<file path="src/rtl/core/crfd_pkg.sv">
package crfd_pkg;

	// field widths
	localparam int BYTE_W     = 8;
	localparam int CH_W       = 11;
	localparam int NUM_CH     = 8;
	localparam int PAYLOAD_W  = NUM_CH * CH_W;
	localparam int TDATA_W    = 96;
	localparam int CFG_W      = 11;
	localparam int CFG_IDX_W  = 1;

	// frame bytes kept for decoding: length, type and the packed channels
	localparam int BUF_LAST   = 13;
	localparam int FIRST_DATA = 3;

	// frame codes
	localparam logic [BYTE_W-1:0] SYNC_A  = 8'hEE;
	localparam logic [BYTE_W-1:0] SYNC_B  = 8'hC8;
	localparam logic [BYTE_W-1:0] TYPE_RC = 8'h16;

	// configuration register indexes
	localparam logic [CFG_IDX_W-1:0] REG_TOGGLE_LIMIT = 1'b0;
	localparam logic [CFG_IDX_W-1:0] REG_ON_LEVEL     = 1'b1;

	// configuration reset values
	localparam logic [7:0]      THRESHOLD_RESET = 8'd5;
	localparam logic [CH_W-1:0] ON_LEVEL_RESET  = 11'd1000;

	// completed frame as handed from front to back
	typedef struct packed {
		logic [BYTE_W-1:0]    ftype;
		logic [PAYLOAD_W-1:0] payload;
	} snap_t;

	// queue status seen by the two sides
	typedef struct packed {
		logic full;
		logic valid;
	} q_status_t;

endpackage

</file>
<file path="src/rtl/core/crfd_front.sv">
module crfd_front
	import crfd_pkg::*;
#(
	parameter int MAX_FRAME = 64
) (
	input  logic              clk,
	input  logic              arst_n,
	input  logic              s_tvalid,
	output logic              s_tready,
	input  logic [BYTE_W-1:0] s_tdata,
	input  q_status_t         q_stat,
	output logic              push,
	output snap_t             push_snap
);

	localparam int IDX_W = $clog2(MAX_FRAME);
	localparam logic [IDX_W-1:0] IDX_LAST = IDX_W'(MAX_FRAME - 1);

	logic [IDX_W-1:0]  idx_q;
	logic [BYTE_W-1:0] buf_q [1:BUF_LAST];
	logic [BYTE_W-1:0] cur   [2:BUF_LAST];
	logic              fire;
	logic              take;
	logic [BYTE_W-1:0] len;
	logic              done;

	assign s_tready = !q_stat.full;

	// byte classification and frame completion
	always_comb begin
		fire = s_tvalid && s_tready;
		take = fire && !((idx_q == '0) && !(s_tdata inside {SYNC_A, SYNC_B}));
		len  = (idx_q == IDX_W'(1)) ? s_tdata : buf_q[1];
		done = take && (idx_q != '0) && (({1'b0, len} + 9'd1) == 9'(idx_q));
	end

	// frame view including the byte of this transfer
	always_comb begin
		for (int k = 2; k <= BUF_LAST; k++) begin
			cur[k] = (idx_q == IDX_W'(k)) ? s_tdata : buf_q[k];
		end
		push_snap.ftype = cur[2];
		for (int k = FIRST_DATA; k <= BUF_LAST; k++) begin
			push_snap.payload[(k - FIRST_DATA) * BYTE_W +: BYTE_W] = cur[k];
		end
		push = done;
	end

	// byte position within the frame
	always_ff @(posedge clk or negedge arst_n) begin
		if (!arst_n) begin
			idx_q <= '0;
		end else if (take) begin
			if (done || idx_q == IDX_LAST) begin
				idx_q <= '0;
			end else begin
				idx_q <= idx_q + IDX_W'(1);
			end
		end
	end

	// stored header and channel bytes, stale bytes stay for short frames
	always_ff @(posedge clk or negedge arst_n) begin
		if (!arst_n) begin
			for (int k = 1; k <= BUF_LAST; k++) begin
				buf_q[k] <= '0;
			end
		end else if (take) begin
			for (int k = 1; k <= BUF_LAST; k++) begin
				if (idx_q == IDX_W'(k)) begin
					buf_q[k] <= s_tdata;
				end
			end
		end
	end

endmodule

</file>
<file path="src/rtl/core/crfd_queue.sv">
module crfd_queue
	import crfd_pkg::*;
(
	input  logic      clk,
	input  logic      arst_n,
	input  logic      push,
	input  snap_t     push_snap,
	input  logic      pop,
	output snap_t     head,
	output q_status_t q_stat
);

	snap_t      mem_q [2];
	logic       wr_q;
	logic       rd_q;
	logic [1:0] cnt_q;

	assign head         = mem_q[rd_q];
	assign q_stat.full  = (cnt_q == 2'd2);
	assign q_stat.valid = (cnt_q != 2'd0);

	// entry storage
	always_ff @(posedge clk) begin
		if (push) begin
			mem_q[wr_q] <= push_snap;
		end
	end

	// pointers and fill count
	always_ff @(posedge clk or negedge arst_n) begin
		if (!arst_n) begin
			wr_q  <= 1'b0;
			rd_q  <= 1'b0;
			cnt_q <= 2'd0;
		end else begin
			if (push) begin
				wr_q <= !wr_q;
			end
			if (pop) begin
				rd_q <= !rd_q;
			end
			if (push && !pop) begin
				cnt_q <= cnt_q + 2'd1;
			end else if (pop && !push) begin
				cnt_q <= cnt_q - 2'd1;
			end
		end
	end

endmodule

</file>
<file path="src/rtl/core/crfd_back.sv">
module crfd_back
	import crfd_pkg::*;
(
	input  logic                 clk,
	input  logic                 arst_n,
	input  logic                 cfg_we,
	input  logic [CFG_IDX_W-1:0] cfg_index,
	input  logic [CFG_W-1:0]     cfg_wdata,
	input  q_status_t            q_stat,
	input  snap_t                head,
	output logic                 pop,
	output logic                 m_tvalid,
	input  logic                 m_tready,
	output logic [TDATA_W-1:0]   m_tdata,
	output logic                 m_tuser
);

	logic [7:0]           thr_q;
	logic [CH_W-1:0]      lvl_q;
	logic [PAYLOAD_W-1:0] chan_q;
	logic                 motor_q;
	logic [7:0]           cnt_q;
	logic                 vld_q;
	logic [TDATA_W-1:0]   data_q;
	logic                 rc_q;

	logic                 is_rc;
	logic [PAYLOAD_W-1:0] chans;
	logic                 want;
	logic                 disagree;
	logic [7:0]           cnt_inc;
	logic                 tog;
	logic                 motor_nxt;

	assign m_tvalid = vld_q;
	assign m_tdata  = data_q;
	assign m_tuser  = rc_q;
	assign pop      = q_stat.valid && (!vld_q || m_tready);

	// channel unpack and debounce decision
	always_comb begin
		is_rc     = (head.ftype == TYPE_RC);
		chans     = is_rc ? head.payload : chan_q;
		want      = (head.payload[PAYLOAD_W-1 -: CH_W] >= lvl_q);
		disagree  = is_rc && (want != motor_q);
		cnt_inc   = cnt_q + 8'd1;
		tog       = disagree && (cnt_inc >= thr_q);
		motor_nxt = tog ? want : motor_q;
	end

	// configuration registers
	always_ff @(posedge clk or negedge arst_n) begin
		if (!arst_n) begin
			thr_q <= THRESHOLD_RESET;
			lvl_q <= ON_LEVEL_RESET;
		end else if (cfg_we) begin
			case (cfg_index)
				REG_TOGGLE_LIMIT: thr_q <= cfg_wdata[7:0];
				REG_ON_LEVEL:     lvl_q <= cfg_wdata;
				default: ;
			endcase
		end
	end

	// channel registers and motor debounce
	always_ff @(posedge clk or negedge arst_n) begin
		if (!arst_n) begin
			chan_q  <= '0;
			motor_q <= 1'b0;
			cnt_q   <= '0;
		end else if (pop) begin
			chan_q  <= chans;
			motor_q <= motor_nxt;
			if (tog) begin
				cnt_q <= '0;
			end else if (disagree) begin
				cnt_q <= cnt_inc;
			end
		end
	end

	// output register valid
	always_ff @(posedge clk or negedge arst_n) begin
		if (!arst_n) begin
			vld_q <= 1'b0;
		end else if (pop) begin
			vld_q <= 1'b1;
		end else if (m_tready) begin
			vld_q <= 1'b0;
		end
	end

	// output register payload
	always_ff @(posedge clk) begin
		if (pop) begin
			data_q <= {{(TDATA_W - PAYLOAD_W - 2){1'b0}}, tog, motor_nxt, chans};
			rc_q   <= is_rc;
		end
	end

endmodule

</file>
<file path="src/rtl/core/crsf_rc_frame_decoder.sv">
// channel  dir  width  fields (lowest bit first)
// s_*      in   8      tdata: rx_byte
// m_*      out  96/1   tdata: chan0..chan7, motor_on, motor_toggled, zero fill; tuser: is_rc_frame
// cfg_*    in   1/11   index 0 toggle_limit, index 1 on_level
//
// one byte is taken every cycle while the frame queue is not full; a completed frame passes
// through the two-entry frame queue and the output register of the back end on its way to m_*
// arst_n clears the frame position, stored header bytes, channels, motor state and queue
// s_tready drops only while the frame queue is full because m_tready is held low

module crsf_rc_frame_decoder
	import crfd_pkg::*;
#(
	parameter int MAX_FRAME = 64
) (
	input  logic                 clk,
	input  logic                 arst_n,
	input  logic                 s_tvalid,
	output logic                 s_tready,
	input  logic [BYTE_W-1:0]    s_tdata,   // rx_byte
	output logic                 m_tvalid,
	input  logic                 m_tready,
	output logic [TDATA_W-1:0]   m_tdata,   // chan0..chan7, motor_on, motor_toggled, zeros
	output logic                 m_tuser,   // is_rc_frame
	input  logic                 cfg_we,
	input  logic [CFG_IDX_W-1:0] cfg_index,
	input  logic [CFG_W-1:0]     cfg_wdata
);

	logic      push;
	snap_t     push_snap;
	logic      pop;
	snap_t     head;
	q_status_t q_stat;

	// byte assembly
	crfd_front #(
		.MAX_FRAME(MAX_FRAME)
	) u_front (
		.clk       (clk),
		.arst_n    (arst_n),
		.s_tvalid  (s_tvalid),
		.s_tready  (s_tready),
		.s_tdata   (s_tdata),
		.q_stat    (q_stat),
		.push      (push),
		.push_snap (push_snap)
	);

	// completed frames in flight
	crfd_queue u_queue (
		.clk       (clk),
		.arst_n    (arst_n),
		.push      (push),
		.push_snap (push_snap),
		.pop       (pop),
		.head      (head),
		.q_stat    (q_stat)
	);

	// decode, debounce and result register
	crfd_back u_back (
		.clk       (clk),
		.arst_n    (arst_n),
		.cfg_we    (cfg_we),
		.cfg_index (cfg_index),
		.cfg_wdata (cfg_wdata),
		.q_stat    (q_stat),
		.head      (head),
		.pop       (pop),
		.m_tvalid  (m_tvalid),
		.m_tready  (m_tready),
		.m_tdata   (m_tdata),
		.m_tuser   (m_tuser)
	);

endmodule

</file>
<file path="config.mk">
export PLATFORM = sky130hd
export DESIGN_NAME = crsf_rc_frame_decoder
export DESIGN_NICKNAME = d
export VERILOG_FILES = /design/src/rtl/core/crfd_pkg.sv /design/src/rtl/core/crfd_front.sv /design/src/rtl/core/crfd_queue.sv /design/src/rtl/core/crfd_back.sv /design/src/rtl/core/crsf_rc_frame_decoder.sv
export SDC_FILE = /design/constraint.sdc
export NUM_CORES = 1
export LEC_CHECK = 0
export BUFFER_PORTS_ARGS = -buffer_cell sky130_fd_sc_hd__buf_2
export CORE_AREA = 2 2 194 196
export DETAILED_ROUTE_END_ITERATION = 10
export DIE_AREA = 0 0 196 198
export PLACE_DENSITY = 0.88
export SETUP_SLACK_MARGIN = 0.05
export SLEW_MARGIN = 40
export SYNTH_ARGS = -nofsm -noshare
export SYNTH_HDL_FRONTEND = slang
export SYNTH_SLANG_ARGS = --single-unit
</file>
<file path="constraint.sdc">
create_clock -name clk -period 9.7 [get_ports clk]
set_input_delay 1.94 -clock clk [delete_from_list [all_inputs] [get_ports clk]]
set_output_delay 1.94 -clock clk [all_outputs]
set_load 0.01 [all_outputs]
</file>
==> flow_metrics.py, run 1 <==
metrics = {
    "layout": {
        "area_delta_synth_final_pct": 12.9,
        "fin_nets": 1575,
        "layout_commonest_cell": "mux2_2",
        "fillers": 2519,
        "drive_above_1_share_pct": 35.4,
        "final_area_sq_um": 24100,
        "layout_common_cells": "mux2_2 (319), edfxtp_1 (283), dfrtp_1 (222)",
        "diodes": 0,
        "final_cell_count_no_fill": 2038,
    },
    "global_route": {
        "grt_usage_pct": 21.3,
        "overflow": 0,
        "grt_pass1_wl_microns": 64900,
        "first_global_vias": 12100,
        "antenna_found_initial": 1,
        "grt_start_max_net_pins": 112,
    },
    "worst_setup_path": {
        "end_kind": "flip-flop",
        "criticalPathCategory": "input port to flip-flop",
        "cp-start-kind": "input port",
        "crit_family": "simple AND/OR/NAND/NOR gates",
        "path_cells": "buf_2 > nand4_1 > or3_1 > a221oi_2 > o311ai_1 > nor4_4 > nor2b_4 > buf_16 > buf_4",
        "critPathBufInv": 3,
        "cp_data_arrival_time_ps": 5470,
        "cp_data_required_time_ps": 9900,
        "cp_num_cells": 9,
        "max_stage_delay_ps": 650,
        "crit_fanout": 56,
        "critPathSlowestCell": "buf_4",
        "reg2reg_depth": 11,
    },
    "power_and_ir_drop": {
        "seqPwrFrac_pct": 45.6,
        "switchingPower_mw": 2.23,
        "switching_share_pct": 30.2,
        "max-vdd-ir-drop_v": 0.000197,
        "pwr-share-comb_pct": 28.5,
        "pwr_density_cell_nw_per_um2": 307,
        "p_int_mw": 5.17,
        "clkPwrFrac_pct": 25.8,
        "leakage_nw": 10.2,
    },
    "placement": {
        "dp_hpwl_microns": 25200,
        "placed_area_sq_um": 22500,
        "pre_cts_ws_ps": 3920,
        "io_buffers": 117,
        "placed_cells": 1945,
        "place_congestion": 0.834,
    },
    "clock_tree": {
        "cts_resized": 0,
        "cts_tree": "done",
        "clock-sinks": 514,
        "cts_setup_buffers": 0,
        "ctsHoldBuffers": 0,
        "clockBufferDepth": 3,
        "cts_root_buf": "clkbuf_16",
        "htreeDepth": 2,
        "clkTransAtPathRegs_ps": 60,
        "clk-insertion-delay-late_ps": 590,
        "numCtsBuffers": 50,
    },
    "sta": {
        "slew_viol_final": 0,
        "finalCritPeriodShare_pct": 54.3,
        "worst_pin_slew_ps": 781,
        "hold_viol": 0,
        "whs_ps": 505,
        "setup_viol": 0,
        "rsz0062_at_grt": "false",
        "fin_skew_ps": 16.5,
        "fmax_mhz": 190,
        "relSlewSlack_pct": 46.6,
        "fin_ws_ps": 4440,
        "tns_ps": 0,
        "period_needed_ps": 5260,
    },
    "synth": {
        "yosys_warnings": 0,
        "synth-edff-count": 283,
        "syn_avg_cell_area_sq_um": 15.2,
        "synth_simple_gate_area_share_pct": 4.59,
        "synth_xor_area_share_pct": 0.737,
        "synth_flop_cell": "edfxtp_1",
        "synth_top_family_by_area": "multiplexers",
        "synth.distinct_cells": 57,
        "synthAdderAreaFrac_pct": 1.46,
        "ys_ff_latch": 514,
        "muxShareOfSynthArea_pct": 20.6,
        "synth_cells": 1411,
        "synth_compound_area_share_pct": 3.70,
        "seq_area_frac_synth_pct": 66.8,
        "synthArstFlopShare_pct": 44.9,
        "synth.cell_area_sq_um": 21400,
    },
    "routing": {
        "via_per_inst": 5.74,
        "wl_microns": 41000,
        "drtIter0Drc": 792,
        "drtAntennaViolNets": 0,
        "wl_per_cell_microns": 20.1,
        "vias": 11700,
        "firstDrtPassIters": 5,
        "drcViolationCount": 0,
    },
    "flow_run": {
        "drv_cap": 0,
    },
    "hold_path": {
        "hold_path.class": "flip-flop to flip-flop",
        "whs_path_depth": 1,
    },
    "floorplan": {
        "ioPinCount": 124,
        "initial_core_util_pct": 57.8,
        "die_h_microns": 198,
        "die_w_microns": 196,
        "fp.coreArea_sq_um": 37000,
        "row_count": 71,
        "dieArea_sq_um": 38800,
    },
    "outcome": {
        "status": "complete, no violations",
    },
}
power by group through the flow:
stage	registers (mW)	clock network, mW	logic (mW)
2_1_floorplan	3.40	0	1.48
3_3_place_gp	3.38	0	2.00
3_5_place_dp	3.41	0	2.10
4_1_cts	3.38	1.94	2.12
5_1_grt	3.44	2.03	2.31
6_report	3.38	1.91	2.11
registers in the layout, summed over array words and instances, names as in the netlist:
name / cells
u_front.buf_q: 104
u_queue.rd_q: 1
u_back.chan_q: 88
u_queue.wr_q: 1
u_back.motor_q: 1
u_back.m_tuser: 1
u_queue.cnt_q: 2
u_back.thr_q: 8
u_queue.mem_q: 192
u_back.cnt_q: 8
u_back.lvl_q: 11
u_front.idx_q: 6
u_back.m_tvalid: 1
u_back.m_tdata: 90
cell families (layout without fill, tap and decap cells):
| kind of cell | after synthesis | in the layout |
|---|---|---|
| mux | 400 | 400 |
| other cells | 1 | 6 |
| simple gates | 207 | 207 |
| xor+xnor | 18 | 18 |
| flops | 514 | 514 |
| compound gates | 139 | 139 |
| buf+inv | 107 | 255 |
| fa+ha+maj | 25 | 25 |
metrics by stage:
| step | power, mW | utilization (%) |
|---|---|---|
| after floorplan | 4.88 | - |
| after global placement | 5.39 | 60.6 |
| after detailed placement | 5.51 | 60.8 |
| after CTS | 7.44 | 65.2 |
| after global routing | 7.78 | 65.3 |
| final | 7.41 | 65.3 |
synthesized netlist by cell type, types with 2 or more instances:
library cell	n	share of area, %
nor4b_1	2	0.082
nand3b_1	2	0.070
nand2_1	36	0.63
edfxtp_1	283	40
nor2b_1	5	0.15
nand2b_1	5	0.15
clkbuf_1	56	0.98
o22ai_1	2	0.059
inv_1	31	0.54
a21oi_1	88	2.1
a211oi_1	3	0.11
mux2i_1	81	3.8
mux2_2	319	17
xnor2_1	10	0.41
buf_1	7	0.12
dfrtp_1	223	26
nor3_1	2	0.047
buf_2	5	0.12
buf_4	8	0.28
xor2_1	8	0.33
ha_1	25	1.5
a2111oi_0	2	0.082
o2111ai_1	3	0.12
a21o_1	4	0.14
or3b_2	2	0.082
nor3b_1	4	0.14
dfstp_2	8	0.98
nor2_1	105	1.8
and2_1	3	0.088
and3_1	7	0.20
nand3_1	21	0.49
o21ai_0	24	0.56
nand4_1	3	0.088
final timing paths:
path	startpoint	endpoint	slack [ps]
worst min-delay path	u_front.buf_q[34]	u_front.buf_q[34]	500
worst min register to register	u_front.buf_q[34]	u_front.buf_q[34]	500
max in group asynchronous	arst_n	u_back.chan_q[17]	7100
worst max-delay path	s_tdata[2]	u_queue.mem_q[0][13]	4440
worst max register to register	u_front.idx_q[1]	u_queue.mem_q[0][13]	5250
min in group asynchronous	arst_n	u_front.buf_q[37]	1250
metal layers:
| layer | track usage (%) | part of all wire (%) |
|---|---|---|
| met1 | 28.3 | 44 |
| met4 | 6.43 | 1.9 |
| met3 | 3.25 | 4.3 |
| met5 | 0 | 0.027 |
| met2 | 36.8 | 50 |
area by class of cell:
| type | count | area (sq um) | share of cell area [%] |
|---|---|---|---|
| clock buffer | 65 | 1370 | 5.67 |
| clock inverter | 26 | 246 | 1.02 |
| inverter | 31 | 116 | 0.482 |
| timing repair buffer | 133 | 802 | 3.32 |
| sequential | 514 | 14300 | 59.2 |
| multi-input combinational | 795 | 6720 | 27.8 |
| tap | 474 | 593 | 2.46 |
(Power assumes the default switching activity.)
==> inputs of run 2 (changes only) <==
- ABC_AREA: unset -> 1
- CORE_AREA: 2 2 194 196 -> 2 2 200 202
- DIE_AREA: 0 0 196 198 -> 0 0 202 204
- PLACE_DENSITY: 0.88 -> 0.86
- clock period: 9.7 -> 4.6 ns (I/O delays scaled with it)
==> flow_metrics.py, run 2 <==
metrics = {
    "sta": {
        "finalCritPeriodShare_pct": 77.8,
        "relSlewSlack_pct": 44.2,
        "slew_viol_final": 0,
        "fmax_mhz": 279,
        "fin_skew_ps": 15.1,
        "worst_pin_slew_ps": 837,
        "tns_ps": 0,
        "period_needed_ps": 3580,
        "setup_viol": 0,
        "rsz0062_at_grt": "false",
        "hold_viol": 0,
    },
    "worst_setup_path": {
        "reg2reg_from": "u_queue.rd_q",
        "cp_data_required_time_ps": 5070,
        "regToRegEndpoint": "u_back.cnt_q[4]",
        "criticalPathCategory": "flip-flop to flip-flop",
        "endpoint": "u_back.cnt_q[4]",
        "crit_fanout": 59,
        "cp-start-kind": "flip-flop",
        "startpoint": "u_queue.rd_q",
        "cp_data_arrival_time_ps": 4040,
        "r2r_setup_slack_ps": 1020,
        "end_kind": "flip-flop",
        "reg2reg_depth": 12,
    },
    "synth": {
        "synth.top_cells.by_area": "edfxtp_1 (40%), dfrtp_1 (26%), nand2_1 (16%)",
        "yosysTopAreaCell": "edfxtp_1",
        "yosys_warnings": 0,
        "synth-edff-count": 283,
        "synth.cell_area_sq_um": 21300,
        "syn_avg_cell_area_sq_um": 10.1,
        "synthArstFlopShare_pct": 44.9,
        "synth_top_area_share_pct": 39.9,
        "synth_cells": 2108,
        "synth.distinct_cells": 36,
        "synth.most_common_cell": "nand2_1",
        "synth_flop_cell": "edfxtp_1",
        "netlist_top_cells_count": "nand2_1 (922), edfxtp_1 (283), dfrtp_1 (223)",
        "seq_area_frac_synth_pct": 67.1,
        "ys_ff_latch": 514,
    },
    "clock_tree": {
        "numCtsBuffers": 49,
        "clkTransAtPathRegs_ps": 60,
        "cts_tree": "done",
        "clockBufferDepth": 3,
        "clock-sinks": 514,
        "ctsHoldBuffers": 0,
        "cts_setup_buffers": 0,
        "htreeDepth": 2,
        "clk-insertion-delay-late_ps": 570,
        "cts_root_buf": "clkbuf_16",
        "cts_resized": 0,
    },
    "floorplan": {
        "die_w_microns": 202,
        "die_h_microns": 204,
        "ioPinCount": 124,
        "fp.coreArea_sq_um": 39200,
        "row_count": 73,
        "initial_core_util_pct": 54.3,
        "dieArea_sq_um": 41200,
    },
    "layout": {
        "drive_above_1_share_pct": 11.5,
        "area_delta_synth_final_pct": 12.8,
        "final_util_pct": 61.3,
        "layout_common_cells": "nand2_1 (921), edfxtp_1 (283), dfrtp_1 (222)",
        "final_cell_count_no_fill": 2754,
        "layout_commonest_cell": "nand2_1",
        "largest_reg_flops": 192,
        "fin_nets": 2239,
        "regMostFlops": "u_queue.mem_q",
        "diodes": 0,
    },
    "power_and_ir_drop": {
        "finalPower_mw": 15.2,
        "leakage_nw": 10.8,
        "max-vdd-ir-drop_v": 0.00115,
        "pwr_density_cell_nw_per_um2": 634,
    },
    "global_route": {
        "top_usage_layer": "met2",
        "grt_use_met2_pct": 41.0,
        "grt_use_met1_pct": 30.0,
        "grt_pass1_wl_microns": 79400,
        "overflow": 0,
        "first_global_vias": 15900,
        "antenna_found_initial": 0,
        "grt_usage_pct": 24.2,
        "grt_use_met3_pct": 4.34,
        "grt_start_max_net_pins": 131,
    },
    "hold_path": {
        "hold_path.class": "input port to asynchronous set/reset pin",
    },
    "routing": {
        "wl_per_cell_microns": 17.9,
        "drcViolationCount": 0,
        "drtIter0Drc": 1533,
        "drtAntennaViolNets": 0,
        "vias": 15600,
        "wl_microns": 49300,
        "via_per_inst": 5.67,
        "firstDrtPassIters": 6,
    },
    "outcome": {
        "status": "complete, no violations",
    },
    "flow_run": {
        "drv_cap": 0,
    },
    "placement": {
        "place_congestion": 0.843,
        "io_buffers": 117,
        "placed_cells": 2663,
        "dp_hpwl_microns": 28800,
    },
}
-- run 2: changes by cell type after synthesis, moves of 30 or more --
cell | previous run | this run
inv_1 | 31 | 80
mux2i_1 | 81 | 1
mux2_2 | 319 | 0
o21ai_0 | 24 | 150
nand2_1 | 36 | 922
buf_2 | 5 | 35
a31oi_1 | 1 | 79
a21oi_1 | 88 | 20
-- run 2: cell families after synthesis --
kind of cell / count (synthesis) / synth area share [%]
AO/OA/AOI/OAI: 261 / 6.68
XOR/XNOR: 11 / 0.453
adder cells (fa/ha/maj): 25 / 1.47
buffers and inverters: 200 / 3.98
flip-flops: 514 / 67.1
multiplexers: 1 / 0.0470
other: 1 / 0.0176
AND/OR/NAND/NOR: 1095 / 20.2
-- run 2: where the power goes --
group / total [mW] / switching [mW] / internal, mW
clock: 4.21 / 1.72 / 2.48
sequential: 6.79 / 0.517 / 6.28
combinational: 4.22 / 3.08 / 1.15
-- run 2: area by class of cell --
type	count	area (sq um)
clock buffers	70	1450
clock inverters	21	256
fillers	2815	15200
inverters	85	323
multi-input cells	1399	6210
flip-flops and latches	514	14300
well taps	525	657
repair buffers	140	833
-- run 2: worst min-delay path by stage --
stage	start	endpoint	slack (ps)	cells after the start
after floorplan	u_queue.cnt_q[0]	u_queue.cnt_q[0]	450	1
after global placement	u_front.buf_q[27]	u_front.buf_q[27]	460	2
after detailed placement	u_front.buf_q[14]	u_front.buf_q[14]	460	2
after CTS	arst_n	u_back.lvl_q[2]	330	1
after global routing	arst_n	u_back.chan_q[65]	360	1
final	arst_n	u_back.chan_q[87]	320	1
-- run 2: worst max-delay path, stage by stage (launching register included) --
cell     delay [ps]
dfrtp_4         660
buf_4           650
mux2i_1         450
ha_1            310
nand4_1          90
nor2_1           60
nand4_1          60
nand3_1         170
inv_1           130
nor2_1           70
nor2_2          220
nand2_1         270
o31ai_1         320
-- run 2: routing by layer --
layer | wire (microns) | up-vias
met3 | 3830 | 201
li1 | - | 7082
met1 | 19200 | 7559
met4 | 2250 | 0
met5 | 0 | -
met2 | 24100 | 772
-- run 2: through the flow --
stage	setup WS, ps	instance area, sq um	hold WS (ps)
3_3_place_gp	1060	22300	461
5_1_grt	761	24000	361
4_1_cts	1050	24000	334
2_1_floorplan	56.6	21300	446
6_report	1020	24000	325
3_5_place_dp	989	22300	465
